## config.mk

```make
export PLATFORM = sky130hd
export DESIGN_NAME = channel_difference_amplify_unit
export DESIGN_NICKNAME = d
export VERILOG_FILES = /design/src/hdl/cdam_pkg.sv /design/src/hdl/channel_difference_amplify_unit.sv /design/src/hdl/cdam_ram.sv /design/src/hdl/cdam_queue.sv /design/src/hdl/cdam_front.sv /design/src/hdl/cdam_back.sv
export SDC_FILE = /design/constraint.sdc
export NUM_CORES = 2
export LEC_CHECK = 0
export BUFFER_PORTS_ARGS = -buffer_cell sky130_fd_sc_hd__buf_2
export CAP_MARGIN = 20
export CORE_MARGIN = 1.5
export CORE_UTILIZATION = 40
export CTS_CLUSTER_SIZE = 20
export DETAILED_ROUTE_END_ITERATION = 6
export HOLD_SLACK_MARGIN = 0.06
export MAX_ROUTING_LAYER = met4
export PLACE_DENSITY_LB_ADDON = 0.15
export SLEW_MARGIN = 20
export SYNTH_ARGS = -nofsm -noshare
export SYNTH_HDL_FRONTEND = slang
export SYNTH_SLANG_ARGS = --single-unit
```

## constraint.sdc

```tcl
create_clock -name clk_i -period 10.7 [get_ports clk_i]
set_clock_uncertainty 0.2 [all_clocks]
set_input_delay 1.07 -clock clk_i [delete_from_list [all_inputs] [get_ports clk_i]]
set_output_delay 1.07 -clock clk_i [all_outputs]
set_load 0.005 [all_outputs]
```

## src/hdl/cdam_pkg.sv

```systemverilog
`timescale 1ns / 1ps

package cdam_pkg;

  localparam int DEF_MAX_CHANNELS = 8;
  localparam int DEF_SAMPLE_BITS  = 24;

  localparam int CC_W       = 4;
  localparam int GAIN_W     = 16;
  localparam int GAIN_FRAC  = 12;
  localparam int CFG_IDX_W  = 1;
  localparam int CFG_DATA_W = 16;

  localparam logic [CC_W-1:0]   CC_RESET   = 4'd2;
  localparam logic [GAIN_W-1:0] GAIN_RESET = 16'd4096;

  localparam int DIV_RADIX_BITS = 4;

  typedef enum logic [CFG_IDX_W-1:0] {
    REG_CHANNEL_COUNT = 1'b0,
    REG_WIDTH_GAIN    = 1'b1
  } cfg_reg_e;

  typedef enum logic [2:0] {
    BK_IDLE,
    BK_DIV,
    BK_FIX,
    BK_RD,
    BK_MUL,
    BK_EMIT
  } back_state_e;

  typedef struct packed {
    logic valid;
    logic bank;
  } bank_rel_t;

  typedef struct packed {
    logic full;
    logic empty;
  } queue_stat_t;

endpackage

```

## src/hdl/channel_difference_amplify_unit.sv

```systemverilog
`timescale 1ns / 1ps

// Channel difference amplifier for interleaved audio.
// Input channel: one signed sample per item on in_valid_i / in_stall_o. Samples are
// buffered until a frame of channel_count samples is in; an incomplete frame gives nothing.
// Output channel: one item per channel on out_valid_o / out_stall_i, in channel order,
// mean + gain * (sample - mean), saturated; frame_last_o marks the final item of a frame.
// Config: cfg_we_i writes cfg_data_i to register cfg_idx_i (0 channel count, 1 gain Q4.12).
// Writing the channel count drops any partial frame. Write only while the block is idle.
// The frame store has two banks: one frame fills while the previous one is processed.
// Input takes an item every cycle until both banks hold complete frames.
// Per frame the back end takes the frame, runs the 4-bit-per-cycle mean divider, fixes
// the sign, then for each result reads the store, multiplies, and adds and saturates.
// A stalled output holds its item; the back end waits, and input stalls once both banks fill.
// Reset empties the frame, channel count 2, gain 4096 (unity); no output is pending.

module channel_difference_amplify_unit import cdam_pkg::*; #(
  parameter int MAX_CHANNELS = DEF_MAX_CHANNELS,
  parameter int SAMPLE_BITS  = DEF_SAMPLE_BITS
) (
  input  logic                          clk_i,
  input  logic                          rst_ni,
  input  logic                          cfg_we_i,
  input  logic [CFG_IDX_W-1:0]          cfg_idx_i,
  input  logic [CFG_DATA_W-1:0]         cfg_data_i,
  input  logic                          in_valid_i,
  output logic                          in_stall_o,
  input  logic signed [SAMPLE_BITS-1:0] sample_in_i,
  output logic                          out_valid_o,
  input  logic                          out_stall_i,
  output logic signed [SAMPLE_BITS-1:0] sample_out_o,
  output logic                          frame_last_o
);

  localparam int IW    = $clog2(MAX_CHANNELS);
  localparam int NW    = $clog2(MAX_CHANNELS + 1);
  localparam int SUMW  = SAMPLE_BITS + IW;
  localparam int JOBW  = 1 + GAIN_W + NW + SUMW;
  localparam int DEPTH = 2 ** (IW + 1);

  logic                   ram_we;
  logic [IW:0]            ram_waddr;
  logic [SAMPLE_BITS-1:0] ram_wdata;
  logic                   ram_re;
  logic [IW:0]            ram_raddr;
  logic [SAMPLE_BITS-1:0] ram_rdata;
  logic                   job_push;
  logic [JOBW-1:0]        job_in;
  logic [JOBW-1:0]        job_out;
  logic                   job_pop;
  queue_stat_t            q_stat;
  bank_rel_t              rel;

  cdam_front #(
    .MAX_CHANNELS (MAX_CHANNELS),
    .SAMPLE_BITS  (SAMPLE_BITS)
  ) u_front (
    .clk_i       (clk_i),
    .rst_ni      (rst_ni),
    .cfg_we_i    (cfg_we_i),
    .cfg_idx_i   (cfg_idx_i),
    .cfg_data_i  (cfg_data_i),
    .in_valid_i  (in_valid_i),
    .in_stall_o  (in_stall_o),
    .sample_in_i (sample_in_i),
    .ram_we_o    (ram_we),
    .ram_waddr_o (ram_waddr),
    .ram_wdata_o (ram_wdata),
    .job_push_o  (job_push),
    .job_o       (job_in),
    .q_stat_i    (q_stat),
    .rel_i       (rel)
  );

  cdam_queue #(
    .WIDTH (JOBW)
  ) u_queue (
    .clk_i  (clk_i),
    .rst_ni (rst_ni),
    .push_i (job_push),
    .data_i (job_in),
    .pop_i  (job_pop),
    .data_o (job_out),
    .stat_o (q_stat)
  );

  cdam_ram #(
    .WIDTH (SAMPLE_BITS),
    .DEPTH (DEPTH)
  ) u_frame_store (
    .clk_i   (clk_i),
    .we_i    (ram_we),
    .waddr_i (ram_waddr),
    .wdata_i (ram_wdata),
    .re_i    (ram_re),
    .raddr_i (ram_raddr),
    .rdata_o (ram_rdata)
  );

  cdam_back #(
    .MAX_CHANNELS (MAX_CHANNELS),
    .SAMPLE_BITS  (SAMPLE_BITS)
  ) u_back (
    .clk_i        (clk_i),
    .rst_ni       (rst_ni),
    .job_i        (job_out),
    .q_stat_i     (q_stat),
    .pop_o        (job_pop),
    .ram_re_o     (ram_re),
    .ram_raddr_o  (ram_raddr),
    .ram_rdata_i  (ram_rdata),
    .rel_o        (rel),
    .out_valid_o  (out_valid_o),
    .out_stall_i  (out_stall_i),
    .sample_out_o (sample_out_o),
    .frame_last_o (frame_last_o)
  );

endmodule

```

## src/hdl/cdam_ram.sv

```systemverilog
`timescale 1ns / 1ps

module cdam_ram #(
  parameter int WIDTH = 24,
  parameter int DEPTH = 16,
  localparam int AW = $clog2(DEPTH)
) (
  input  logic             clk_i,
  input  logic             we_i,
  input  logic [AW-1:0]    waddr_i,
  input  logic [WIDTH-1:0] wdata_i,
  input  logic             re_i,
  input  logic [AW-1:0]    raddr_i,
  output logic [WIDTH-1:0] rdata_o
);

  logic [WIDTH-1:0] mem_q [DEPTH];
  logic [WIDTH-1:0] rdata_q;

  always_ff @(posedge clk_i) begin
    if (we_i) begin
      mem_q[waddr_i] <= wdata_i;
    end
    if (re_i) begin
      rdata_q <= mem_q[raddr_i];
    end
  end

  assign rdata_o = rdata_q;

endmodule

```

## src/hdl/cdam_queue.sv

```systemverilog
`timescale 1ns / 1ps

module cdam_queue import cdam_pkg::*; #(
  parameter int WIDTH = 8
) (
  input  logic             clk_i,
  input  logic             rst_ni,
  input  logic             push_i,
  input  logic [WIDTH-1:0] data_i,
  input  logic             pop_i,
  output logic [WIDTH-1:0] data_o,
  output queue_stat_t      stat_o
);

  logic [WIDTH-1:0] entry_q [2];
  logic             wr_q;
  logic             rd_q;
  logic [1:0]       cnt_q;

  always_ff @(posedge clk_i or negedge rst_ni) begin
    if (!rst_ni) begin
      wr_q  <= 1'b0;
      rd_q  <= 1'b0;
      cnt_q <= 2'd0;
    end else begin
      if (push_i) begin
        wr_q <= ~wr_q;
      end
      if (pop_i) begin
        rd_q <= ~rd_q;
      end
      if (push_i && !pop_i) begin
        cnt_q <= cnt_q + 2'd1;
      end else if (pop_i && !push_i) begin
        cnt_q <= cnt_q - 2'd1;
      end
    end
  end

  always_ff @(posedge clk_i) begin
    if (push_i) begin
      entry_q[wr_q] <= data_i;
    end
  end

  assign data_o       = entry_q[rd_q];
  assign stat_o.full  = (cnt_q == 2'd2);
  assign stat_o.empty = (cnt_q == 2'd0);

endmodule

```

## src/hdl/cdam_front.sv

```systemverilog
`timescale 1ns / 1ps

module cdam_front import cdam_pkg::*; #(
  parameter int MAX_CHANNELS = DEF_MAX_CHANNELS,
  parameter int SAMPLE_BITS  = DEF_SAMPLE_BITS,
  localparam int IW   = $clog2(MAX_CHANNELS),
  localparam int NW   = $clog2(MAX_CHANNELS + 1),
  localparam int SUMW = SAMPLE_BITS + IW,
  localparam int JOBW = 1 + GAIN_W + NW + SUMW
) (
  input  logic                          clk_i,
  input  logic                          rst_ni,
  input  logic                          cfg_we_i,
  input  logic [CFG_IDX_W-1:0]          cfg_idx_i,
  input  logic [CFG_DATA_W-1:0]         cfg_data_i,
  input  logic                          in_valid_i,
  output logic                          in_stall_o,
  input  logic signed [SAMPLE_BITS-1:0] sample_in_i,
  output logic                          ram_we_o,
  output logic [IW:0]                   ram_waddr_o,
  output logic [SAMPLE_BITS-1:0]        ram_wdata_o,
  output logic                          job_push_o,
  output logic [JOBW-1:0]               job_o,
  input  queue_stat_t                   q_stat_i,
  input  bank_rel_t                     rel_i
);

  logic [CC_W-1:0]   cc_q;
  logic [GAIN_W-1:0] gain_q;
  logic [IW-1:0]     fill_q;
  logic [SUMW-1:0]   sum_q;
  logic              bank_q;
  logic [1:0]        busy_q;
  logic [1:0]        busy_d;
  logic [NW-1:0]     n_act;
  logic [NW-1:0]     fill_inc;
  logic [SUMW-1:0]   sum_add;
  logic              accept;
  logic              frame_done;
  logic              wr_cc;
  logic              wr_gain;

  always_comb begin
    if (cc_q == '0) begin
      n_act = NW'(1);
    end else if (int'(cc_q) > MAX_CHANNELS) begin
      n_act = NW'(MAX_CHANNELS);
    end else begin
      n_act = NW'(cc_q);
    end
  end

  assign wr_cc      = cfg_we_i && (cfg_idx_i == REG_CHANNEL_COUNT);
  assign wr_gain    = cfg_we_i && (cfg_idx_i == REG_WIDTH_GAIN);
  assign in_stall_o = busy_q[bank_q] || q_stat_i.full;
  assign accept     = in_valid_i && !in_stall_o;
  assign fill_inc   = NW'(fill_q) + NW'(1);
  assign frame_done = (fill_inc == n_act);
  assign sum_add    = sum_q + {{IW{sample_in_i[SAMPLE_BITS-1]}}, sample_in_i};

  always_comb begin
    busy_d = busy_q;
    if (rel_i.valid) begin
      busy_d[rel_i.bank] = 1'b0;
    end
    if (accept && frame_done) begin
      busy_d[bank_q] = 1'b1;
    end
  end

  always_ff @(posedge clk_i or negedge rst_ni) begin
    if (!rst_ni) begin
      cc_q   <= CC_RESET;
      gain_q <= GAIN_RESET;
      fill_q <= '0;
      sum_q  <= '0;
      bank_q <= 1'b0;
      busy_q <= 2'b00;
    end else begin
      busy_q <= busy_d;
      if (wr_gain) begin
        gain_q <= cfg_data_i[GAIN_W-1:0];
      end
      if (wr_cc) begin
        cc_q   <= cfg_data_i[CC_W-1:0];
        fill_q <= '0;
        sum_q  <= '0;
      end else if (accept) begin
        if (frame_done) begin
          fill_q <= '0;
          sum_q  <= '0;
          bank_q <= ~bank_q;
        end else begin
          fill_q <= fill_q + IW'(1);
          sum_q  <= sum_add;
        end
      end
    end
  end

  assign ram_we_o    = accept;
  assign ram_waddr_o = {bank_q, fill_q};
  assign ram_wdata_o = sample_in_i;
  assign job_push_o  = accept && frame_done;
  assign job_o       = {bank_q, gain_q, n_act, sum_add};

  a_fill_in_frame: assert property (@(posedge clk_i) disable iff (!rst_ni)
    NW'(fill_q) < n_act)
    else $error("fill count beyond frame length");

  a_push_marks_busy: assert property (@(posedge clk_i) disable iff (!rst_ni)
    job_push_o |=> busy_q[$past(bank_q)])
    else $error("completed bank not held busy");

endmodule

```

## src/hdl/cdam_back.sv

```systemverilog
`timescale 1ns / 1ps

module cdam_back import cdam_pkg::*; #(
  parameter int MAX_CHANNELS = DEF_MAX_CHANNELS,
  parameter int SAMPLE_BITS  = DEF_SAMPLE_BITS,
  localparam int IW   = $clog2(MAX_CHANNELS),
  localparam int NW   = $clog2(MAX_CHANNELS + 1),
  localparam int SUMW = SAMPLE_BITS + IW,
  localparam int JOBW = 1 + GAIN_W + NW + SUMW
) (
  input  logic                          clk_i,
  input  logic                          rst_ni,
  input  logic [JOBW-1:0]               job_i,
  input  queue_stat_t                   q_stat_i,
  output logic                          pop_o,
  output logic                          ram_re_o,
  output logic [IW:0]                   ram_raddr_o,
  input  logic [SAMPLE_BITS-1:0]        ram_rdata_i,
  output bank_rel_t                     rel_o,
  output logic                          out_valid_o,
  input  logic                          out_stall_i,
  output logic signed [SAMPLE_BITS-1:0] sample_out_o,
  output logic                          frame_last_o
);

  localparam int SB      = SAMPLE_BITS;
  localparam int QW      = ((SB + DIV_RADIX_BITS - 1) / DIV_RADIX_BITS) * DIV_RADIX_BITS;
  localparam int DIV_CYC = QW / DIV_RADIX_BITS;
  localparam int CW      = $clog2(DIV_CYC + 1);
  localparam int MW      = SUMW + DIV_RADIX_BITS;
  localparam int PW      = SB + 1 + GAIN_W + 1;
  localparam int HW      = PW - GAIN_FRAC;
  localparam int RW      = HW + 1;

  back_state_e state_q, state_d;

  logic [CW-1:0]     cnt_q;
  logic [IW-1:0]     k_q;
  logic              out_valid_q;
  logic              bank_q;
  logic [GAIN_W-1:0] gain_q;
  logic [NW-1:0]     n_q;
  logic              neg_q;
  logic [NW-1:0]     rem_q;
  logic [QW-1:0]     quo_q;
  logic [SB-1:0]     mean_q;
  logic signed [PW-1:0] prod_q;
  logic [SB-1:0]     out_sample_q;
  logic              out_last_q;

  logic              job_bank;
  logic [GAIN_W-1:0] job_gain;
  logic [NW-1:0]     job_n;
  logic [SUMW-1:0]   job_sum;
  logic [SUMW-1:0]   mag;
  logic [MW-1:0]     magx;
  logic [NW-1:0]     rem_step;
  logic [QW-1:0]     quo_step;
  logic [QW:0]       qx;
  logic [SB-1:0]     mean_fix;
  logic signed [SB:0]     diff;
  logic signed [GAIN_W:0] gain_s;
  logic signed [PW-1:0]   prod_d;
  logic signed [PW-1:0]   shr_full;
  logic [HW-1:0]     shr;
  logic [RW-1:0]     res_sum;
  logic [SB-1:0]     res_sat;
  logic              can_load;
  logic              load_out;
  logic              last_k;

  assign job_bank = job_i[JOBW-1];
  assign job_gain = job_i[JOBW-2 -: GAIN_W];
  assign job_n    = job_i[SUMW+NW-1 -: NW];
  assign job_sum  = job_i[SUMW-1:0];
  assign mag      = job_sum[SUMW-1] ? (~job_sum + SUMW'(1)) : job_sum;
  assign magx     = MW'(mag);

  always_comb begin
    logic [NW:0]   t;
    logic [NW-1:0] r;
    logic [QW-1:0] q;
    r = rem_q;
    q = quo_q;
    for (int i = 0; i < DIV_RADIX_BITS; i++) begin
      t = {r, q[QW-1]};
      q = {q[QW-2:0], 1'b0};
      if (t >= {1'b0, n_q}) begin
        r    = NW'(t - {1'b0, n_q});
        q[0] = 1'b1;
      end else begin
        r = t[NW-1:0];
      end
    end
    rem_step = r;
    quo_step = q;
  end

  assign qx       = {1'b0, quo_q} + (QW+1)'(neg_q && (rem_q != '0));
  assign mean_fix = SB'(neg_q ? (~qx + (QW+1)'(1)) : qx);

  assign diff     = $signed({ram_rdata_i[SB-1], ram_rdata_i}) - $signed({mean_q[SB-1], mean_q});
  assign gain_s   = $signed({1'b0, gain_q});
  assign prod_d   = diff * gain_s;

  assign shr_full = prod_q >>> GAIN_FRAC;
  assign shr      = shr_full[HW-1:0];
  assign res_sum  = {shr[HW-1], shr} + {{(RW-SB){mean_q[SB-1]}}, mean_q};

  always_comb begin
    if ((&res_sum[RW-1:SB-1]) || !(|res_sum[RW-1:SB-1])) begin
      res_sat = res_sum[SB-1:0];
    end else if (res_sum[RW-1]) begin
      res_sat = {1'b1, {(SB-1){1'b0}}};
    end else begin
      res_sat = {1'b0, {(SB-1){1'b1}}};
    end
  end

  assign can_load = !out_valid_q || !out_stall_i;
  assign last_k   = (NW'(k_q) + NW'(1) == n_q);

  always_comb begin
    state_d = state_q;
    unique case (state_q)
      BK_IDLE: begin
        if (!q_stat_i.empty) begin
          state_d = BK_DIV;
        end
      end
      BK_DIV: begin
        if (cnt_q == CW'(DIV_CYC - 1)) begin
          state_d = BK_FIX;
        end
      end
      BK_FIX:  state_d = BK_RD;
      BK_RD:   state_d = BK_MUL;
      BK_MUL:  state_d = BK_EMIT;
      BK_EMIT: begin
        if (can_load) begin
          state_d = last_k ? BK_IDLE : BK_RD;
        end
      end
      default: state_d = BK_IDLE;
    endcase
  end

  always_comb begin
    pop_o       = (state_q == BK_IDLE) && !q_stat_i.empty;
    ram_re_o    = (state_q == BK_RD);
    ram_raddr_o = {bank_q, k_q};
    load_out    = (state_q == BK_EMIT) && can_load;
    rel_o.valid = load_out && last_k;
    rel_o.bank  = bank_q;
  end

  always_ff @(posedge clk_i or negedge rst_ni) begin
    if (!rst_ni) begin
      state_q     <= BK_IDLE;
      cnt_q       <= '0;
      k_q         <= '0;
      out_valid_q <= 1'b0;
    end else begin
      state_q <= state_d;
      if (state_q == BK_IDLE) begin
        cnt_q <= '0;
      end else if (state_q == BK_DIV) begin
        cnt_q <= cnt_q + CW'(1);
      end
      if (state_q == BK_FIX) begin
        k_q <= '0;
      end else if (load_out && !last_k) begin
        k_q <= k_q + IW'(1);
      end
      if (load_out) begin
        out_valid_q <= 1'b1;
      end else if (!out_stall_i) begin
        out_valid_q <= 1'b0;
      end
    end
  end

  always_ff @(posedge clk_i) begin
    if (pop_o) begin
      bank_q <= job_bank;
      gain_q <= job_gain;
      n_q    <= job_n;
      neg_q  <= job_sum[SUMW-1];
      rem_q  <= NW'(magx >> QW);
      quo_q  <= magx[QW-1:0];
    end else if (state_q == BK_DIV) begin
      rem_q <= rem_step;
      quo_q <= quo_step;
    end
    if (state_q == BK_FIX) begin
      mean_q <= mean_fix;
    end
    if (state_q == BK_MUL) begin
      prod_q <= prod_d;
    end
    if (load_out) begin
      out_sample_q <= res_sat;
      out_last_q   <= last_k;
    end
  end

  assign out_valid_o  = out_valid_q;
  assign sample_out_o = out_sample_q;
  assign frame_last_o = out_last_q;

  a_rel_with_last: assert property (@(posedge clk_i) disable iff (!rst_ni)
    rel_o.valid |=> out_valid_o && frame_last_o)
    else $error("bank released without last item");

  a_div_bound: assert property (@(posedge clk_i) disable iff (!rst_ni)
    (state_q == BK_DIV) |-> (cnt_q < CW'(DIV_CYC)))
    else $error("divider ran past its step count");

  a_pop_starts_div: assert property (@(posedge clk_i) disable iff (!rst_ni)
    pop_o |=> (state_q == BK_DIV))
    else $error("job taken without division");

endmodule

```

==> results.yml <==
run_status:
  outcome: "completed"
placement:
  numPortBuffers: 72
  gp_congestion: 0.841
  pre_cts_slack_ns: 0.882
  dp_hpwl_um: 79500
critical_path:
  end_kind: "flop"
  critPathLaunchType: "flop"
  worstSetupPathType: "flop to flop"
  reg2reg_setup_slack_ns: 0.93
  slowest_delay_ns: 0.68
  crit_top_cell: "fa_1"
  slowest_stage: "fa_1"
  arrival_ns: 9.97
  cp.required_ns: 10.90
  crit_fanout: 16
die:
  dieArea_um2: 117000
  fp-row-count: 124
  ioPinCount: 73
  die_w_um: 342
  core_um2: 114000
  die_h_um: 342
  start_util: 0.403
synth:
  syn_area_per_cell_um2: 12.5
  ys.flop_type: "edfxtp_1"
  yosysWarnings: 0
  async_flop_share: 0.0957
  yosysSeqAreaShare: 0.449
  syn_nets: 4338
  synth_edf_count: 632
  synthDistinctLibCells: 83
  netlist_instances: 3687
  synth_area_um2: 46100
  ys_ff_latch: 700
clock_tree:
  clkLatencyLatePin_ns: 0.66
  post_cts_resized: 0
  postCtsSetupBuffers: 0
  root_buffer: "clkbuf_16"
  cts_tree: "built"
  h-tree-depth: 3
  cts_hold_buf: 1
  cts_buffer_depth: 3
  cts_buffers: 78
  path_clk_slew_ns: 0.06
  clock_sinks: 700
layout:
  fill_cells: 10500
  drive_gt1_frac: 0.123
  syn_to_final_growth_pct: 10.9
  multi_input_comb_area_um2: 23000
  seqCellArea_um2: 20700
  nNetsFinal: 4424
drt:
  drt-vias-per-instance: 5.13
  drt_iter0_drc: 1734
  routed_wl_um: 111000
  wl_per_cell_um: 20.8
  firstDrtPassIters: 6
  drcViolationCount: 0
  vias: 27500
  ant_nets: 0
timing:
  rsz0062_at_grt: "no"
  finalHoldViolations: 0
  max_clock_freq_mhz: 102
  layout_setup_ws_ns: 0.931
  setup-violations-final: 0
  finalCriticalPeriod_ns: 9.77
  slew_viol_final: 0
  worstMarginPinSlew_ns: 1.04
  fin_crit_sh: 0.913
  relSlewSlack: 0.304
  tns_ns: 0
grt:
  grt-ovfl-total: 0
  grt_pass1_wl_um: 175000
  grt_usage: 0.203
  grt_max_degree: 69
  antenna_found_initial: 16
  grt_pass1_vias: 28900
hold_path:
  hold_class: "flop to flop"
run:
  max_cap_violations: 0
per-layer routing:
metal	GRT usage	part of all wire	up-vias
met2	0.327	0.48	510
met3	0.0275	0.045	121
met4	0.0454	0.019	0
met1	0.275	0.46	14000
li1	-	-	12800
met5	-	0	-
final timing paths:
check                                   from                endpoint  depth (start not counted)
max                         u_back.mean_q[0]       u_back.prod_q[40]                         33
min in group asynchronous             rst_ni       u_front.gain_q[0]                          2
min                        u_front.gain_q[3]  u_queue.entry_q[1][34]                          0
max reg2reg                 u_back.mean_q[0]       u_back.prod_q[40]                         33
min reg2reg                u_front.gain_q[3]  u_queue.entry_q[1][34]                          0
max in group asynchronous             rst_ni           u_back.k_q[1]                          3
cell families (layout without fill, tap and decap cells):
family,after synthesis,count (layout),synth area share
multiplexers,196,196,0.0764
buffers and inverters,678,827,0.0556
AO/OA/AOI/OAI,446,446,0.0623
adder cells (fa/ha/maj),605,605,0.229
flip-flops,700,700,0.449
other,0,6,0
AND/OR/NAND/NOR,876,876,0.0924
XOR/XNOR,186,186,0.0354
per-stage QoR:
stage,utilization,hold WS (ns),cell area (µm²),std cells
detailed placement,0.425,0.253,48500,5204
global route,0.447,0.279,51100,5352
CTS,0.447,0.262,51100,5348
global placement,0.425,0.247,48500,5204
floorplan,-,0.237,46100,3687
finish,0.447,0.262,51100,5354
cells in the final DEF, fill, tap and decap left out, drive strengths merged, types with 65 or more instances in the layout:
cell type  synthesis  layout
xor2              65      65
ha               209     209
o21ai            110     110
nand2            351     351
clkbuf           109     107
xnor2            121     121
fa               396     396
buf               30     144
inv              538     542
and2             157     157
mux4             120     120
dfrtp             65      65
edfxtp           632     632
nor2             123     123
a21oi            139     139
cell usage after synthesis, types with 5 or more instances:
master	instances	area, µm²
mux2_2	45	507
o21a_1	13	97.6
and4_1	5	43.8
edfxtp_1	632	19000
or2_2	6	37.5
nand4_1	14	87.6
nand2b_1	36	225
nor3b_1	7	52.6
o32a_1	5	50.1
o21bai_1	13	97.6
nand2_1	350	1310
a21oi_1	139	696
mux2i_1	30	300
fa_1	396	7930
dfrtp_1	65	1630
inv_1	538	2020
xor2_1	65	569
and3_1	23	144
a21o_1	45	338
buf_1	21	78.8
a211oi_1	8	60.1
o211ai_1	7	52.6
a22o_1	29	254
nor2_1	122	458
mux4_2	120	2700
nand3_1	37	185
xnor2_1	121	1060
o21ai_0	107	536
o31ai_1	5	37.5
buf_2	7	35.0
clkbuf_1	109	409
nand3b_1	6	45.0
nor3_1	40	200
or3_1	14	87.6
a31oi_1	13	81.3
nor2b_1	41	257
and2_1	157	982
ha_1	209	2620
cell type report:
class | count | share of cell area
Inverter | 539 | 0.0396
Timing Repair Buffer | 145 | 0.0179
Antenna cell | 6 | 0.000294
Multi-Input combinational cell | 2309 | 0.450
Clock buffer | 107 | 0.0428
Sequential cell | 700 | 0.405
Tap cell | 1512 | 0.0370
Clock inverter | 36 | 0.00715
worst max-delay path, delay by kind of cell, from the launching register on:
| family | cells | cell delay, ns |
|---|---|---|
| AO/OA/AOI/OAI | 14 | 3.12 |
| XOR/XNOR | 1 | 0.08 |
| adder cells (fa/ha/maj) | 9 | 4.14 |
| buffers and inverters | 5 | 0.63 |
| flip-flops | 1 | 0.40 |
| AND/OR/NAND/NOR | 4 | 0.93 |
registers in the layout, indices dropped and copies added (netlist names), 24 cells and up:
| name | count |
|---|---|
| u_front.sum_q | 27 |
| u_back.quo_q | 24 |
| u_back.sample_out_o | 24 |
| u_back.mean_q | 24 |
| u_queue.entry_q | 96 |
| u_back.prod_q | 30 |
| u_frame_store.mem_q | 384 |
| u_frame_store.rdata_o | 24 |
Power is not shown: default switching activity piles up to over one toggle a cycle in this logic, so the estimate is an artifact.
